<file path="config.mk">
export PLATFORM = sky130hd
export DESIGN_NAME = animation_frame_sequencer_core
export DESIGN_NICKNAME = d
export VERILOG_FILES = /design/src/afs_pkg.sv /design/src/animation_frame_sequencer_core.sv
export VERILOG_INCLUDE_DIRS = /design/src /design/src/src
export SDC_FILE = /design/constraint.sdc
export NUM_CORES = 1
export LEC_CHECK = 0
export ABC_AREA = 0
export BUFFER_PORTS_ARGS = -buffer_cell sky130_fd_sc_hd__buf_4
export CAP_MARGIN = 20
export CORE_MARGIN = 1.5
export CORE_UTILIZATION = 55
export DETAILED_ROUTE_END_ITERATION = 10
export HOLD_SLACK_MARGIN = 0.03
export PLACE_DENSITY_LB_ADDON = 0.05
export SLEW_MARGIN = 10
export SYNTH_ARGS = -nofsm -noshare
export SYNTH_HDL_FRONTEND = slang
export SYNTH_SLANG_ARGS = --single-unit
</file>
<file path="constraint.sdc">
create_clock -name clock -period 31.1 [get_ports clock]
set_clock_uncertainty 0.15 [all_clocks]
set_input_delay 0 -clock clock [delete_from_list [all_inputs] [get_ports clock]]
set_output_delay 0 -clock clock [all_outputs]
set_load 0.02 [all_outputs]
</file>
<file path="src/assert_macros.svh">
// Assertion macros shared by the RTL of this block.
`ifndef ASSERT_MACROS_SVH
`define ASSERT_MACROS_SVH

// Checked at every rising clock edge while reset is low.
`define ASSERT_CLK(label, clk, rst, prop, msg) \
   label: assert property (@(posedge clk) disable iff (rst) prop) else $error(msg);

// Checked at every rising clock edge, reset included.
`define ASSERT_ALWAYS(label, clk, prop, msg) \
   label: assert property (@(posedge clk) prop) else $error(msg);

`endif

</file>
<file path="src/afs_pkg.sv">
`timescale 1ns / 1ps

package afs_pkg;

   localparam int CSR_ADDR_W    = 3;
   localparam int CSR_DATA_W    = 64;
   localparam int COUNT_W       = 7;
   localparam int PERIOD_W      = 32;
   localparam int SCALE_W       = 16;
   localparam int LOOP_W        = 2;
   localparam int DELTA_W       = 16;
   localparam int FRAME_INDEX_W = 6;
   localparam int REQ_DATA_W    = 16;
   localparam int RSP_DATA_W    = 16;

   typedef enum logic [CSR_ADDR_W-1:0] {
      CSR_FRAME_COUNT      = 3'd0,
      CSR_FRAME_PERIOD     = 3'd1,
      CSR_PLAY_SCALE       = 3'd2,
      CSR_LOOP_MODE        = 3'd3,
      CSR_START_REVERSE    = 3'd4,
      CSR_NOTIFY_MASK      = 3'd5,
      CSR_END_EVENT_ENABLE = 3'd6,
      CSR_NEXT_ANIM_ENABLE = 3'd7
   } csr_index_type;

   typedef enum logic [LOOP_W-1:0] {
      LOOP_NONE   = 2'd0,
      LOOP_NORMAL = 2'd1,
      LOOP_ZIGZAG = 2'd2
   } loop_mode_type;

   localparam logic ACTION_TICK    = 1'b0;
   localparam logic ACTION_RESTART = 1'b1;

   localparam logic [COUNT_W-1:0]  FRAME_COUNT_RESET  = 7'd1;
   localparam logic [PERIOD_W-1:0] FRAME_PERIOD_RESET = 32'd65536;
   localparam logic [SCALE_W-1:0]  PLAY_SCALE_RESET   = 16'd256;

endpackage

</file>
<file path="src/animation_frame_sequencer_core.sv">
`timescale 1ns / 1ps

// Channel | Direction | Content
// req_    | in        | tdata: delta_time[15:0]; tuser: action (0 tick, 1 restart)
// rsp_    | out       | tdata: frame_index, notify_fire, end_fire, reached_end,
//         |           |        switch_request, playing_backward, zero fill
// csr_    | in        | write enable, register index, 64-bit write data
//
// A transaction is held in the input register, then its result in the result register.
// One transaction is accepted every cycle unless the result stalls; the input register, the
// multiply-accumulate and frame step logic, and the result register form the path.
// A stalled result register holds the input register, which then drops req_tready.
// Reset is synchronous and loads the register reset values and clears the state.

module animation_frame_sequencer_core #(
   parameter int MAX_FRAMES = 64
) (
   input  logic                            clock,
   input  logic                            reset,
   input  logic                            req_tvalid,
   output logic                            req_tready,
   input  logic [afs_pkg::REQ_DATA_W-1:0]  req_tdata,  // delta_time[15:0]
   input  logic                            req_tuser,  // action
   output logic                            rsp_tvalid,
   input  logic                            rsp_tready,
   output logic [afs_pkg::RSP_DATA_W-1:0]  rsp_tdata,  // frame_index[5:0], notify_fire,
                                                       // end_fire, reached_end,
                                                       // switch_request,
                                                       // playing_backward, zeros
   input  logic                            csr_wen,
   input  logic [afs_pkg::CSR_ADDR_W-1:0]  csr_addr,
   input  logic [afs_pkg::CSR_DATA_W-1:0]  csr_wdata
);

   import afs_pkg::*;

`include "assert_macros.svh"

   localparam int FRAME_W = (MAX_FRAMES > 1) ? $clog2(MAX_FRAMES) : 1;
   localparam logic [COUNT_W-1:0] MAX_COUNT = COUNT_W'(MAX_FRAMES);

   logic [COUNT_W-1:0]    frame_count_ff;
   logic [PERIOD_W-1:0]   frame_period_ff;
   logic [SCALE_W-1:0]    play_scale_ff;
   logic [LOOP_W-1:0]     loop_mode_ff;
   logic [MAX_FRAMES-1:0] notify_mask_ff;
   logic                  end_event_enable_ff;
   logic                  next_anim_enable_ff;

   logic                  in_valid_ff;
   logic                  in_action_ff;
   logic [DELTA_W-1:0]    in_delta_ff;

   logic [PERIOD_W-1:0]   time_accum_ff, time_accum_in;
   logic [FRAME_W-1:0]    frame_ff, frame_in;
   logic                  backward_ff, backward_in;
   logic                  end_done_ff, end_done_in;
   logic [MAX_FRAMES-1:0] notify_done_ff, notify_done_in;

   logic                  rsp_valid_ff;
   logic [FRAME_W-1:0]    rsp_frame_ff;
   logic                  rsp_notify_ff, rsp_notify_in;
   logic                  rsp_end_fire_ff, rsp_end_fire_in;
   logic                  rsp_at_end_ff, rsp_at_end_in;
   logic                  rsp_switch_ff, rsp_switch_in;
   logic                  rsp_backward_ff;

   logic                  advance;
   logic [COUNT_W-1:0]    eff_count;
   logic [COUNT_W-1:0]    last_wide;
   logic [FRAME_W-1:0]    last_frame;
   logic [PERIOD_W-1:0]   product;
   logic [PERIOD_W:0]     sum;
   logic [PERIOD_W-1:0]   accum_sat;
   logic [FRAME_W-1:0]    frame_base;
   logic [FRAME_W-1:0]    frame_step;

   assign advance    = in_valid_ff && (!rsp_valid_ff || rsp_tready);
   assign req_tready = !in_valid_ff || advance;

   always_comb begin
      eff_count = frame_count_ff;
      if (frame_count_ff == '0) begin
         eff_count = COUNT_W'(1);
      end else if (frame_count_ff > MAX_COUNT) begin
         eff_count = MAX_COUNT;
      end
      last_wide  = eff_count - COUNT_W'(1);
      last_frame = last_wide[FRAME_W-1:0];
   end

   always_comb begin
      product   = PERIOD_W'(in_delta_ff) * PERIOD_W'(play_scale_ff);
      sum       = {1'b0, time_accum_ff} + (PERIOD_W + 1)'(product[PERIOD_W-1:8]);
      accum_sat = sum[PERIOD_W] ? '1 : sum[PERIOD_W-1:0];
      frame_base = (frame_ff > last_frame) ? last_frame : frame_ff;

      time_accum_in   = time_accum_ff;
      frame_in        = frame_ff;
      backward_in     = backward_ff;
      end_done_in     = end_done_ff;
      notify_done_in  = notify_done_ff;
      rsp_notify_in   = 1'b0;
      rsp_end_fire_in = 1'b0;
      rsp_at_end_in   = 1'b0;
      rsp_switch_in   = 1'b0;
      frame_step      = frame_base;

      if (in_action_ff == ACTION_RESTART) begin
         time_accum_in  = '0;
         frame_in       = backward_ff ? last_frame : '0;
         notify_done_in = '0;
         end_done_in    = 1'b0;
      end else begin
         time_accum_in = accum_sat;
         if (accum_sat >= frame_period_ff) begin
            time_accum_in = accum_sat - frame_period_ff;
            if (backward_ff) begin
               if (frame_base == '0) begin
                  rsp_at_end_in = 1'b1;
               end else begin
                  frame_step = frame_base - FRAME_W'(1);
               end
            end else begin
               if (frame_base >= last_frame) begin
                  frame_step    = last_frame;
                  rsp_at_end_in = 1'b1;
               end else begin
                  frame_step = frame_base + FRAME_W'(1);
               end
            end
         end
         frame_in = frame_step;

         if (notify_mask_ff[frame_step] && !notify_done_ff[frame_step]) begin
            rsp_notify_in              = 1'b1;
            notify_done_in[frame_step] = 1'b1;
         end

         if (rsp_at_end_in) begin
            if (end_event_enable_ff && !end_done_ff) begin
               end_done_in     = 1'b1;
               rsp_end_fire_in = 1'b1;
            end
            unique case (loop_mode_ff)
               LOOP_NORMAL: begin
                  frame_in       = backward_ff ? last_frame : '0;
                  notify_done_in = '0;
                  end_done_in    = 1'b0;
               end
               LOOP_ZIGZAG: begin
                  backward_in    = !backward_ff;
                  notify_done_in = '0;
                  end_done_in    = 1'b0;
               end
               default: begin
               end
            endcase
            rsp_switch_in = next_anim_enable_ff;
         end
      end
   end

   always_ff @(posedge clock) begin
      if (reset) begin
         frame_count_ff      <= FRAME_COUNT_RESET;
         frame_period_ff     <= FRAME_PERIOD_RESET;
         play_scale_ff       <= PLAY_SCALE_RESET;
         loop_mode_ff        <= LOOP_NONE;
         notify_mask_ff      <= '0;
         end_event_enable_ff <= 1'b0;
         next_anim_enable_ff <= 1'b0;
      end else if (csr_wen) begin
         unique case (csr_addr)
            CSR_FRAME_COUNT:      frame_count_ff      <= csr_wdata[COUNT_W-1:0];
            CSR_FRAME_PERIOD:     frame_period_ff     <= csr_wdata[PERIOD_W-1:0];
            CSR_PLAY_SCALE:       play_scale_ff       <= csr_wdata[SCALE_W-1:0];
            CSR_LOOP_MODE:        loop_mode_ff        <= csr_wdata[LOOP_W-1:0];
            CSR_NOTIFY_MASK:      notify_mask_ff      <= csr_wdata[MAX_FRAMES-1:0];
            CSR_END_EVENT_ENABLE: end_event_enable_ff <= csr_wdata[0];
            CSR_NEXT_ANIM_ENABLE: next_anim_enable_ff <= csr_wdata[0];
            default: begin
            end
         endcase
      end
   end

   always_ff @(posedge clock) begin
      if (reset) begin
         time_accum_ff  <= '0;
         frame_ff       <= '0;
         backward_ff    <= 1'b0;
         end_done_ff    <= 1'b0;
         notify_done_ff <= '0;
      end else if (csr_wen && (csr_addr == CSR_START_REVERSE)) begin
         backward_ff <= csr_wdata[0];
      end else if (advance) begin
         time_accum_ff  <= time_accum_in;
         frame_ff       <= frame_in;
         backward_ff    <= backward_in;
         end_done_ff    <= end_done_in;
         notify_done_ff <= notify_done_in;
      end
   end

   always_ff @(posedge clock) begin
      if (reset) begin
         in_valid_ff  <= 1'b0;
         rsp_valid_ff <= 1'b0;
      end else begin
         if (req_tvalid && req_tready) begin
            in_valid_ff <= 1'b1;
         end else if (advance) begin
            in_valid_ff <= 1'b0;
         end
         if (advance) begin
            rsp_valid_ff <= 1'b1;
         end else if (rsp_tready) begin
            rsp_valid_ff <= 1'b0;
         end
      end
   end

   always_ff @(posedge clock) begin
      if (req_tvalid && req_tready) begin
         in_action_ff <= req_tuser;
         in_delta_ff  <= req_tdata[DELTA_W-1:0];
      end
      if (advance) begin
         rsp_frame_ff    <= frame_in;
         rsp_notify_ff   <= rsp_notify_in;
         rsp_end_fire_ff <= rsp_end_fire_in;
         rsp_at_end_ff   <= rsp_at_end_in;
         rsp_switch_ff   <= rsp_switch_in;
         rsp_backward_ff <= backward_in;
      end
   end

   assign rsp_tvalid = rsp_valid_ff;
   assign rsp_tdata  = {5'b0, rsp_backward_ff, rsp_switch_ff, rsp_at_end_ff,
                        rsp_end_fire_ff, rsp_notify_ff, FRAME_INDEX_W'(rsp_frame_ff)};

   `ASSERT_CLK(a_end_fire_needs_end, clock, reset,
      rsp_valid_ff |-> (!rsp_end_fire_ff || rsp_at_end_ff), "end event without an end")
   `ASSERT_CLK(a_switch_needs_end, clock, reset,
      rsp_valid_ff |-> (!rsp_switch_ff || rsp_at_end_ff), "switch request without an end")
   `ASSERT_CLK(a_advance_gives_result, clock, reset,
      advance |=> rsp_valid_ff, "processed transaction left no result")
   `ASSERT_CLK(a_stall_only_when_full, clock, reset,
      !req_tready |-> (in_valid_ff && rsp_valid_ff && !rsp_tready),
      "input stalled without a full pipeline")
   `ASSERT_ALWAYS(a_reset_empties, clock,
      reset |=> (!rsp_valid_ff && !in_valid_ff), "pipeline not empty after reset")

endmodule
</file>
---- Word level (Yosys, flattened, before mapping) ----
Cells that the tools add are included.
word-level totals
  register bits after elaboration ......... 257
  output and inout bits ................... 18
  word-level logic and storage cells ...... 123
operators by class
  $add $sub $neg .......................... 5
  $mul .................................... 1
  magnitude comparators ................... 6
  equal/unequal tests ..................... 9
  mux-type cells .......................... 45
  bitwise gates (word level) .............. 3
  reductions and logical operators ........ 32
operators by type and width
  operator                                                                      number
  64-bit 2-to-1 mux                                                             4
  32-bit 2-to-1 mux                                                             3
  6-bit 2-to-1 mux                                                              12
  64-bit OR                                                                     1
  32-bit by 24-bit adder with 33-bit output                                     1
  32-bit >= comparator                                                          1
  16-bit by 16-bit multiplier with 32-bit output                                1
  32-bit subtractor                                                             1
  1-bit 2-to-1 mux                                                              23
  2-bit AND reduction                                                           8
  1-bit binary-select mux with 6-bit select                                     2
  3-bit == test, second input constant                                          4
  6-bit by 1-bit subtractor with 6-bit output, second input constant            2
  2-bit nonzero test                                                            4
  7-bit greater-than comparator, second input constant                          1
  7-bit zero test                                                               1
  6-bit by 7-bit less-than comparator with 1-bit output, second input constant  1
  6-bit by 1-bit adder with 6-bit output, second input constant                 1
  1-bit demux with 6-bit select                                                 1
  3-bit by 2-bit == test with 1-bit output, second input constant               2
  6-bit by 1-bit >= comparator with 1-bit output, second input constant         1
  6-bit >= comparator                                                           1
  6-bit greater-than comparator                                                 1
  1-bit logical AND                                                             6
  other kinds (11)                                                              18

---- Depth between registers and ports, before layout ----
Gate-level depths: netlist (run 1).
  depth after elaboration ................. 20
  depth in mapped cells ................... 58

---- Worst setup path after synthesis (run 1) ----
OpenSTA, ideal clock, no wires.
  path kind ............................... register to register
  start point ............................. reg play_scale_ff[7]
  end point ............................... reg rsp_notify_ff (data pin)
  library setup time ...................... 0.265 ns
  data arrival time ....................... 11.822 ns
  data required time ...................... 30.685 ns
  slack ................................... 18.862 ns
  stages on the path, launching flop included .. 55
  cell sequence ........................... dfxtp_1 clkbuf_1 clkbuf_1 nand2_1 fa_1 inv_1 fa_1 inv_1 fa_1 inv_1 fa_1 fa_1 inv_1 fa_1 inv_1 ha_1 or3_1 o2111ai_1 [19 not listed] clkbuf_1 nand4_1 a211oi_1 o221ai_1 nand3_1 o31a_1 clkbuf_1 a21oi_1 or2_1 buf_6 buf_6 buf_6 nand4b_1 nand4_1 a311o_1 buf_6 a21oi_1 nor4_2
between the ends
  cells in the longest elaborated chain, start to end .. 11
  elaborated cells between the ends (all ways) .. 13
  those cells by class .................... add/sub (1); mul (1); order compare (1); mux (8); reduce/logical (2)
ends and longest elaborated chain
  what                                                RTL line                               text
  from (decl)                                         animation_frame_sequencer_core.sv:44   logic [SCALE_W-1:0] play_scale_ff;
  from (signal assigned)                              animation_frame_sequencer_core.sv:177  CSR_PLAY_SCALE: play_scale_ff <= csr_wdata[SCALE_W-1:0];
  16-bit by 16-bit multiplier with 32-bit output (*)  animation_frame_sequencer_core.sv:93   product = PERIOD_W'(in_delta_ff) * PERIOD_W'(play_scale_ff);
  32-bit by 24-bit adder with 33-bit output (*)       animation_frame_sequencer_core.sv:94   sum = {1'b0, time_accum_ff} + (PERIOD_W + 1)'(product[PERIOD_W-1:8]);
  32-bit 2-to-1 mux (*)                               animation_frame_sequencer_core.sv:95   accum_sat = sum[PERIOD_W] ? '1 : sum[PERIOD_W-1:0];
  32-bit >= comparator (*)                            animation_frame_sequencer_core.sv:116  if (accum_sat >= frame_period_ff) begin
  6-bit 2-to-1 mux (*)                                animation_frame_sequencer_core.sv:116
  6-bit 2-to-1 mux (*)                                animation_frame_sequencer_core.sv:109  if (in_action_ff == ACTION_RESTART) begin
  1-bit binary-select mux with 6-bit select           animation_frame_sequencer_core.sv:135  if (notify_mask_ff[frame_step] && !notify_done_ff[frame_step]) begin
  1-bit 2-to-1 mux (not written as such)              animation_frame_sequencer_core.sv:135
  1-bit zero test                                     animation_frame_sequencer_core.sv:135
  1-bit logical AND (*)                               animation_frame_sequencer_core.sv:135
  1-bit 2-to-1 mux (*)                                animation_frame_sequencer_core.sv:135
  to (signal assigned)                                animation_frame_sequencer_core.sv:231  rsp_notify_ff <= rsp_notify_in;
  to (decl)                                           animation_frame_sequencer_core.sv:62   logic rsp_notify_ff, rsp_notify_in;
Mark *: on every way between the ends. The rest lies on a longest branch, timed or not. The select of a mux whose other input is x is not followed.
A chain may end at the register's enable or synchronous reset.

---- Worst setup path after layout (run 1) ----
  start point ............................. reg play_scale_ff[1]
  end point ............................... reg rsp_notify_ff (data pin)
Same word-level chain as after synthesis.

==> out/metrics.yaml, run 1 <==
status: "finished, final reports clean"
tritoncts: "yes"
timing.hold.worst.class: "in -> reg"
placedInstanceArea_sq_um: 23400
ys_top_cells_by_count: "nand2_1 (498), inv_1 (296), a21oi_1 (238), dfxtp_1 (229), fa_1 (195)"
number_of_global_route_vias_before_repair: 19600
synthArstFlopShare: 0
clock_network_fraction_of_total_power: 0.170
worstPathArrival_ns: 15.22
synth_warnings: 0
power_frac_seq: 0.179
cp_data_required_time_ns: 31.37
cts_root_buffer: "clkbuf_16"
worst_pin_slew_ns: 1.17
synth_edf_count: 28
starting_density_of_the_core: 0.559
maxClockFrequency_mhz: 66.9
synth_simple_gate_area_frac: 0.210
comb_power_share: 0.652
timing_worst_setup_path_type: "reg -> reg"
power_switching_mw: 1.09
share_of_the_synthesized_area_in_compound_gates_ao_oa_aoi_oai: 0.155
worstSetupEndpoint: "rsp_notify_ff$_SDFFCE_PP0P_"
grt.met2_usage: 0.510
yosys-mux-area-fraction: 0.0108
cts_repair_resized_insts: 0
placement.io_buffers: 101
gr-usage-met1: 0.428
layout_setup_ws_ns: 16.15
timing.max_slew.rel_slack: 0.214
total_routed_wirelength_um: 64800
routed_via_count: 19600
final_period_minus_worst_setup_slack_ns: 14.95
synth.top_cells.by_area: "dfxtp_1 (21%), fa_1 (17%), ha_1 (9.8%)"
worstReg2RegStart: "play_scale_ff[1]$_SDFFE_PP0P_"
worstReg2RegEnd: "rsp_notify_ff$_SDFFCE_PP0P_"
power.static_leakage_nw: 11.4
min_period_over_period: 0.481
critPathMaxFanout: 28
synthToLayoutAreaGrowth_pct: 16.2
grt.busiest_layer: "met2"
tritoncts.num_buffers: 29
rows: 73
totalNegativeSetupSlack_ns: 0
netlist_instances: 2716
initial_antenna_violation_count: 2
die-height_um: 204
synth-seq-area-share: 0.243
crit_top_cell: "fa_1"
core-area_sq_um: 39900
cap_violations: 0
routed_wire_length_per_instance_um: 18.8
synth_top_family_by_area: "adder cells"
gp_congestion: 0.929
synthXorXnorAreaFrac: 0.0290
grt_pass1_wl_um: 104000
layout-drive-gt1-share: 0.0717
sw_frac_of_total: 0.500
place_ws_ns: 16.33
synth_area_leader_cell: "dfxtp_1"
hold_viol_final: 0
synthMostInstantiatedCell: "nand2_1"
syn_area_sq_um: 22300
final_cell_area_sq_um: 25900
cp_slowest_cell: "or3b_2"
endpoint_kind: "flip-flop"
grt_setup_unrepaired: "false"
final_net_count: 3354
worst_ir_drop_vdd_v: 0.000109
drtIter0Drc: 1538
grt_start_max_net_pins: 76
finalSetupViolations: 0
cts-root-to-sink-buffers: 3
r2r_slack_ns: 16.15
timing.reg2reg.worst_path_depth: 48
die_w_um: 204
drv_slew: 0
cts.reportedPaths.clkPinSlew_ns: 0.06
top_level_ports: 107
synth_top_cell_area_share: 0.205
layout.core_utilization: 0.650
remaining_drc_errors: 0
internal_power_mw: 1.09
power_density_nw_per_um2: 83.8
design.die.area_sq_um: 41800
ctsHtreeMaxLevel: 1
distinct_cells_synth: 89
place.detailed.hpwl_um: 47100
dominant_register_cell_in_the_synthesized_netlist: "dfxtp_1"
met3_global_route_usage: 0.0657
synth.ff_latch_count: 257
synthAdderAreaFrac: 0.273
postSynthAreaPerCell_sq_um: 8.22
cts_sinks: 257
startpoint_type: "flip-flop"
detailedRoute.firstPassIterationCount: 5
slowest_delay_ns: 0.76
clkLatencyLatePin_ns: 0.60
crit_path_start: "play_scale_ff[1]$_SDFFE_PP0P_"
post_drt_via_cell_ratio: 5.71
grt_util_all_layers: 0.316
antenna_violating_nets_post_route: 0
grt-ovfl-total: 0
-- stage by stage --
stage | total power, mW | std cells | hold WS (ns)
2_1_floorplan | 1.45 | 2720 | -0.0511
3_3_place_gp | 1.75 | 3233 | 0.0300
3_5_place_dp | 1.76 | 3234 | 0.0297
4_1_cts | 2.15 | 3438 | 0.0605
5_1_grt | 2.32 | 3439 | 0.0872
6_report | 2.17 | 3441 | 0.0821
-- final cells by class --
cell class	count	area (sq um)
Sequential cell	257	5430
Multi-Input combinational cell	2027	15200
Clock buffer	43	870
Antenna cell	2	5.00
Fill cell	3390	14000
Inverter	298	1120
Tap cell	525	657
Timing Repair Buffer	282	2510
Clock inverter	7	138
-- worst max-delay path: cells and delay by family (launching register included) --
family / cells / cell delay (ns)
AND/OR/NAND/NOR: 15 / 3.88
buffers and inverters: 5 / 0.47
adder cells (fa/ha/maj): 9 / 3.89
flip-flops: 1 / 0.75
AO/OA/AOI/OAI: 18 / 5.49
XOR/XNOR: 1 / 0.09
-- cells by family after synthesis --
group,after synthesis
AND/OR/NAND/NOR,1010
flip-flops,257
multiplexers,22
AO/OA/AOI/OAI,546
adder cells (fa/ha/maj),370
other,1
XOR/XNOR,74
buffers and inverters,436
-- repair_timing --
item / CTS / global route
hold buffers: 154 / 0
setup buffers: 0 / 0
hold endpoints to repair: 156 / 0
-- power groups by stage --
| stage | sequential [mW] | clock, mW | combinational [mW] |
|---|---|---|---|
| final | 0.389 | 0.368 | 1.42 |
| after global routing | 0.391 | 0.385 | 1.55 |
| after CTS | 0.388 | 0.371 | 1.39 |
| after detailed placement | 0.395 | 0 | 1.36 |
| after global placement | 0.395 | 0 | 1.35 |
| after floorplan | 0.383 | 0 | 1.06 |
-- per-layer routing --
| metal | part of all wire | routed length (um) | vias up |
|---|---|---|---|
| met5 | 0 | 0 | - |
| met4 | 0.029 | 1910 | 0 |
| met3 | 0.078 | 5060 | 127 |
| met2 | 0.45 | 29400 | 708 |
| met1 | 0.44 | 28500 | 9427 |
| li1 | - | - | 9369 |
-- placed cells by master, fill, tap and decap left out, types with 14 or more instances in the layout --
cell | synthesis | final
o21ai_0 | 76 | 76
and2_1 | 133 | 133
o21a_1 | 28 | 28
nor2b_1 | 21 | 20
nand2b_1 | 30 | 30
nand3_1 | 41 | 40
a21oi_1 | 238 | 238
buf_4 | 16 | 127
xor2_1 | 25 | 25
a31oi_1 | 21 | 21
nor2_1 | 157 | 155
nor3_1 | 44 | 43
dfxtp_1 | 229 | 229
xnor2_1 | 49 | 49
o211ai_1 | 14 | 14
mux2i_1 | 15 | 15
edfxtp_1 | 28 | 28
o31ai_1 | 15 | 14
and3_1 | 14 | 14
inv_1 | 296 | 296
a21o_1 | 31 | 31
ha_1 | 175 | 175
nand2_1 | 498 | 498
fa_1 | 195 | 195
clkbuf_16 | 0 | 30
dlygate4sd3_1 | 0 | 154
-- flip-flops by register name, indices dropped and copies added (netlist names), 2 cells and up --
name and cells:
notify_mask_ff 64, frame_period_ff 32, play_scale_ff 16, time_accum_ff 32
frame_count_ff 7, loop_mode_ff 2, frame_ff 6, rsp_frame_ff 6
in_delta_ff 16, notify_done_ff 64
-- worst min-delay path by stage --
stage                        from                          endpoint  slack, ns  cells past startpoint
floorplan               req_tuser            in_action_ff$_DFFE_PP_      -0.05                      0
global placement    req_tdata[14]         in_delta_ff[14]$_DFFE_PP_       0.03                      1
detailed placement  req_tdata[14]         in_delta_ff[14]$_DFFE_PP_       0.03                      1
CTS                 csr_wdata[16]  frame_period_ff[16]$_SDFFE_PP1P_       0.06                      4
global route        csr_wdata[31]  frame_period_ff[31]$_SDFFE_PP0P_       0.09                      4
finish              csr_wdata[16]  frame_period_ff[16]$_SDFFE_PP1P_       0.08                      4
(Power assumes the default switching activity.)
==> inputs of run 2 (changes only) <==
clock period = 13.3 ns   (was 31.1 ns; I/O delays follow)
==> run 2 against run 1 <==
Utilization grew 2.2 points. Count of clock-buffer cells in the layout shrank 2. Cell count rose by 2.8%. Global-route usage is 2.0 points higher. First-iteration DRC count fell by 4.7%. Worst hold slack worse by 0.0061 ns. Sequential power is 130% higher. Power rose to 2.6 times the previous value.
==> out/metrics.yaml, run 2 (synthesized netlist as in run 1, its figures left out) <==
post_drt_via_cell_ratio: 5.71  # about the same
ctsHtreeMaxLevel: 1  # unchanged
layout-drive-gt1-share: 0.107  # was 0.0717
timing_worst_setup_path_type: "reg -> reg"  # unchanged
layout.cells.most_common: "nand2_1"  # unchanged
routed_via_count: 20200  # was 19600
die_w_um: 204  # unchanged
antenna_violating_nets_post_route: 0  # unchanged
layout.core_utilization: 0.671  # was 0.650
cts-root-to-sink-buffers: 3  # unchanged
endpoint_kind: "flip-flop"  # unchanged
initial_antenna_violation_count: 2  # unchanged
cts.reportedPaths.clkPinSlew_ns: 0.06  # about the same
hold_viol_final: 0  # unchanged
top_level_ports: 107  # unchanged
grt_util_all_layers: 0.337  # was 0.316
synthToLayoutAreaGrowth_pct: 20.0  # was 16.2%
layout_setup_ws_ns: 0.638  # was 16.15 ns
design.die.area_sq_um: 41800  # unchanged
power_density_nw_per_um2: 208  # was 83.8 nW/um^2
cts_sinks: 257  # unchanged
detailedRoute.firstPassIterationCount: 6  # was 5
tritoncts: "yes"  # unchanged
total_routed_wirelength_um: 68800  # was 64800 um
drv_slew: 0  # unchanged
final-instance-count-excl-fill: 3537  # was 3441
routed_wire_length_per_instance_um: 19.5  # was 18.8 um
maxClockFrequency_mhz: 79.0  # was 66.9 MHz
final_period_minus_worst_setup_slack_ns: 12.66  # was 14.95 ns
n_fill_cell: 3346  # was 3390
critPathMaxFanout: 16  # was 28
tritoncts.num_buffers: 31  # was 29
number_of_global_route_vias_before_repair: 20300  # was 19600
place.detailed.hpwl_um: 50500  # was 47100 um
layout_top_registers: "notify_done_ff: 64 flops, notify_mask_ff: 64 flops"  # unchanged
timing.hold.worst.class: "in -> reg"  # unchanged
cp_data_required_time_ns: 13.61  # was 31.37 ns
placedInstanceArea_sq_um: 23900  # was 23400 sq um
cap_violations: 0  # unchanged
grt_start_max_net_pins: 94  # was 76
startpoint_type: "flip-flop"  # unchanged
gp_congestion: 0.961  # was 0.929
min_period_over_period: 0.952  # was 0.481
worstPathArrival_ns: 12.97  # was 15.22 ns
cp_slowest_cell: "fa_1"  # was or3b_2
final_cell_area_sq_um: 26800  # was 25900 sq um
place_ws_ns: -0.164  # was 16.33 ns
final_net_count: 3446  # was 3354
totalNegativeSetupSlack_ns: 0  # unchanged
power.static_leakage_nw: 11.9  # was 11.4 nW
grt-ovfl-total: 0  # unchanged
worst_ir_drop_vdd_v: 0.000205  # was 0.000109 V
finalSetupViolations: 0  # unchanged
remaining_drc_errors: 0  # unchanged
grt_setup_unrepaired: "true"  # was false
worst_pin_slew_ns: 0.986  # was 1.17 ns
grt_pass1_wl_um: 110000  # was 104000 um
placement.io_buffers: 101  # unchanged
timing.max_slew.rel_slack: 0.342  # was 0.214
drtIter0Drc: 1465  # was 1538
starting_density_of_the_core: 0.559  # unchanged
status: "finished, final reports clean"  # unchanged
cts_root_buffer: "clkbuf_16"  # unchanged
crit_top_cell: "fa_1"  # unchanged
core-area_sq_um: 39900  # unchanged
mostFrequentLayoutCells: "nand2_1 (497), inv_1 (296), a21oi_1 (237)"  # was nand2_1 (498), inv_1 (296), a21oi_1 (238)
clkLatencyLatePin_ns: 0.61  # was 0.60 ns
rows: 73  # unchanged
slowest_delay_ns: 0.52  # was 0.76 ns
placed_cells_incl_taps: 3302  # was 3234
die-height_um: 204  # unchanged
## run 2: changes by cell type in the layout (fill, tap and decap cells not counted), sizes merged
cell / change
clkinvlp: +2
inv: +1
buf: +85
clkinv: +5
dlygate4sd3: +5
diode: -1
clkbuf: -2
bufinv: +1
## run 2: per-layer routing
metal	share of wire	track usage	wire length, um	up-vias
li1	-	-	-	9535
met1	0.45	0.477	30600	9850
met2	0.46	0.545	31300	707
met3	0.073	0.0427	5050	117
met4	0.026	0.0835	1780	2
met5	0.00019	0	13	-
## run 2: layout make-up
class                           count  area [sq um]  share of cell area
Timing Repair Buffer              372          3240               0.121
Clock inverter                     16           211             0.00789
Multi-Input combinational cell   2027         15300               0.570
Antenna cell                        1          2.50           0.0000934
Tap cell                          525           657              0.0245
Clock buffer                       41           853              0.0319
Sequential cell                   257          5430               0.203
Inverter                          298          1120              0.0418
## run 2: what timing repair did
item	CTS	global route
pin swaps	1	1
setup buffers	2	16
resized for setup	2	27
hold endpoints to repair	159	0
hold buffers	159	0
endpoints found under the setup margin	54	80
## run 2: worst paths after layout
kind	start	to	slack, ns	depth (start not counted)
setup / recovery	play_scale_ff[6]$_SDFFE_PP0P_	notify_done_ff[52]$_SDFFE_PP0P_	0.64	49
hold / removal	csr_wdata[29]	frame_period_ff[29]$_SDFFE_PP0P_	0.08	4
setup reg to reg	play_scale_ff[6]$_SDFFE_PP0P_	notify_done_ff[52]$_SDFFE_PP0P_	0.64	49
hold reg to reg	frame_period_ff[18]$_SDFFE_PP0P_	frame_period_ff[18]$_SDFFE_PP0P_	0.30	2
## run 2: metrics by stage
step | total power [mW] | hold WS, ns
after floorplan | 3.38 | -0.0511
after global placement | 4.42 | 0.0289
after detailed placement | 4.45 | 0.0296
after CTS | 5.47 | 0.0389
after global routing | 5.95 | 0.0720
final | 5.57 | 0.0760
## run 2: critical path, delay by kind of cell, from the launching register on
family | cells | cell delay [ns]
AND/OR/NAND/NOR | 14 | 2.93
flip-flops | 1 | 0.51
buffers and inverters | 9 | 1.35
AO/OA/AOI/OAI | 17 | 3.85
adder cells (fa/ha/maj) | 9 | 3.68
## run 2: report_power, final
group	internal [mW]	switching (mW)
clock	0.531	0.363
sequential	0.847	0.0468
combinational	1.45	2.33
==> inputs of run 3 (changes only) <==
--- a/config.mk
+++ b/config.mk
@@ -13,2 +13,3 @@
 export CORE_UTILIZATION = 55
+export CTS_CLUSTER_SIZE = 28
 export DETAILED_ROUTE_END_ITERATION = 10
==> constraint.sdc (replaced) <==
create_clock -name clock -period 13.3 [get_ports clock]
set_clock_uncertainty 0.15 [all_clocks]
set_input_delay 3.325 -clock clock [delete_from_list [all_inputs] [get_ports clock]]
set_output_delay 3.325 -clock clock [all_outputs]
set_load 0.02 [all_outputs]
==> run 3 against run 2 <==
Non-clock buffer count fell by 159. Count of clock-buffer cells in the layout did not move. Sequential share of layout area rose by 1.3 points. Cell count fell by 4.5%. Via count fell by 4.0%.
==> out/metrics.yaml, run 3 (synthesized netlist as in run 1, its figures left out) <==
status: "finished, final reports clean"  # unchanged
endpoint_kind: "flip-flop"  # unchanged
placement.io_buffers: 101  # unchanged
die_w_um: 204  # unchanged
cts_root_buffer: "clkbuf_16"  # unchanged
grt-ovfl-total: 0  # unchanged
cts.reportedPaths.clkPinSlew_ns: 0.06  # about the same
worst_ir_drop_vdd_v: 0.000202  # was 0.000205 V
multiInputGateArea_sq_um: 15300  # unchanged
min_period_over_period: 0.952  # about the same
starting_density_of_the_core: 0.559  # unchanged
antenna_diode_instance_count: 0  # was 1
top_level_ports: 107  # unchanged
total_routed_wirelength_um: 65900  # was 68800 um
n_fill_cell: 3591  # was 3346
rows: 73  # unchanged
die-height_um: 204  # unchanged
cp_data_required_time_ns: 13.61  # about the same
hold_viol_final: 0  # unchanged
startpoint_type: "flip-flop"  # unchanged
grt_util_all_layers: 0.324  # was 0.337
worstPathArrival_ns: 12.98  # was 12.97 ns
total_power_mw: 5.52  # was 5.57 mW
slowest_delay_ns: 0.52  # about the same
cts_sinks: 257  # unchanged
core-area_sq_um: 39900  # unchanged
cts-root-to-sink-buffers: 3  # unchanged
critPathMaxFanout: 16  # unchanged
timing_worst_setup_path_type: "reg -> reg"  # unchanged
drv_slew: 0  # unchanged
layout_setup_ws_ns: 0.637  # was 0.638 ns
gp_congestion: 0.961  # unchanged
layout-drive-gt1-share: 0.113  # was 0.107
layout.core_utilization: 0.631  # was 0.671
finalSetupViolations: 0  # unchanged
drtIter0Drc: 1590  # was 1465
mostFrequentLayoutCells: "nand2_1 (497), inv_1 (296), a21oi_1 (237)"  # unchanged
grt_pass1_wl_um: 106000  # was 110000 um
place.detailed.hpwl_um: 50500  # unchanged
routed_wire_length_per_instance_um: 19.5  # about the same
layout.cells.most_common: "nand2_1"  # unchanged
remaining_drc_errors: 0  # unchanged
final_net_count: 3287  # was 3446
final_period_minus_worst_setup_slack_ns: 12.66  # about the same
initial_antenna_violation_count: 1  # was 2
synthToLayoutAreaGrowth_pct: 12.9  # was 20.0%
hold_slack_ns: 0.305  # was 0.0760 ns
place_ws_ns: -0.164  # unchanged
grt_setup_unrepaired: "true"  # unchanged
detailedRoute.firstPassIterationCount: 5  # was 6
power_density_nw_per_um2: 219  # was 208 nW/um^2
regArea_sq_um: 5430  # unchanged
tritoncts.num_buffers: 31  # unchanged
layout_top_registers: "notify_done_ff: 64 flops, notify_mask_ff: 64 flops"  # unchanged
timing.hold.worst.class: "reg -> reg"  # was in -> reg
cp_slowest_cell: "fa_1"  # unchanged
antenna_violating_nets_post_route: 0  # unchanged
post_drt_via_cell_ratio: 5.74  # was 5.71
design.die.area_sq_um: 41800  # unchanged
timing.max_slew.rel_slack: 0.358  # was 0.342
clkLatencyLatePin_ns: 0.61  # about the same
totalNegativeSetupSlack_ns: 0  # unchanged
power.static_leakage_nw: 11.1  # was 11.9 nW
worst_pin_slew_ns: 0.963  # was 0.986 ns
grt_start_max_net_pins: 94  # unchanged
cap_violations: 0  # unchanged
ctsHtreeMaxLevel: 1  # unchanged
routed_via_count: 19400  # was 20200
maxClockFrequency_mhz: 79.0  # about the same
tritoncts: "yes"  # unchanged
number_of_global_route_vias_before_repair: 19300  # was 20300
-- run 3: changes by cell type in the layout (fill, tap and decap cells not counted) --
cell / change
o21ai_1: -1
o21ai_0: +1
dlygate4sd3_1: -159
diode_2: -1
-- run 3: worst max-delay path, delay by kind of cell (launching register included) --
| kind | cells | cell delay [ns] |
|---|---|---|
| and+or+nand+nor | 14 | 2.87 |
| adders and majority gates | 9 | 3.65 |
| DFF | 1 | 0.50 |
| buffers and inverters | 10 | 1.52 |
| AOI/OAI and AO/OA | 17 | 3.81 |
-- run 3: worst paths after layout --
| path | cells after the start | slack, ns | endpoint | from |
|---|---|---|---|---|
| worst min register to register | 2 | 0.30 | frame_period_ff[27]$_SDFFE_PP0P_ | frame_period_ff[27]$_SDFFE_PP0P_ |
| worst max register to register | 50 | 0.64 | notify_done_ff[59]$_SDFFE_PP0P_ | play_scale_ff[6]$_SDFFE_PP0P_ |
| worst max-delay path | 50 | 0.64 | notify_done_ff[59]$_SDFFE_PP0P_ | play_scale_ff[6]$_SDFFE_PP0P_ |
| worst min-delay path | 2 | 0.30 | frame_period_ff[27]$_SDFFE_PP0P_ | frame_period_ff[27]$_SDFFE_PP0P_ |
-- run 3: through the flow --
stage / instance area, sq um / cells
after floorplan: 22300 / 2720
after global placement: 23900 / 3302
after detailed placement: 23900 / 3302
after CTS: 25000 / 3361
after global routing: 25200 / 3377
final: 25200 / 3377
-- run 3: per-layer routing --
| layer | vias up | global-route usage | routed length, um |
|---|---|---|---|
| met1 | 9446 | 0.467 | 30200 |
| met2 | 630 | 0.517 | 29700 |
| met4 | 2 | 0.0764 | 1480 |
| li1 | 9224 | - | - |
| met5 | - | 0 | 13 |
| met3 | 92 | 0.0416 | 4510 |
-- run 3: report_power, final --
group          leakage [nW]  internal (mW)  switching [mW]
Sequential             2.13          0.847          0.0471
Combinational          8.48           1.43            2.31
Clock                 0.516          0.531           0.363
-- run 3: cell type report --
type,instances,area share
Inverter,298,0.0444
Clock inverter,16,0.00839
Timing Repair Buffer,213,0.0655
Clock buffer,41,0.0339
Tap cell,525,0.0261
Multi-Input combinational cell,2027,0.606
Sequential cell,257,0.216
-- run 3: what timing repair did --
item,CTS,global route
hold buffers,0,0
resized for setup,2,26
setup buffers,2,16
gates cloned,0,0
pin swaps,1,1
endpoints found under the setup margin,54,80
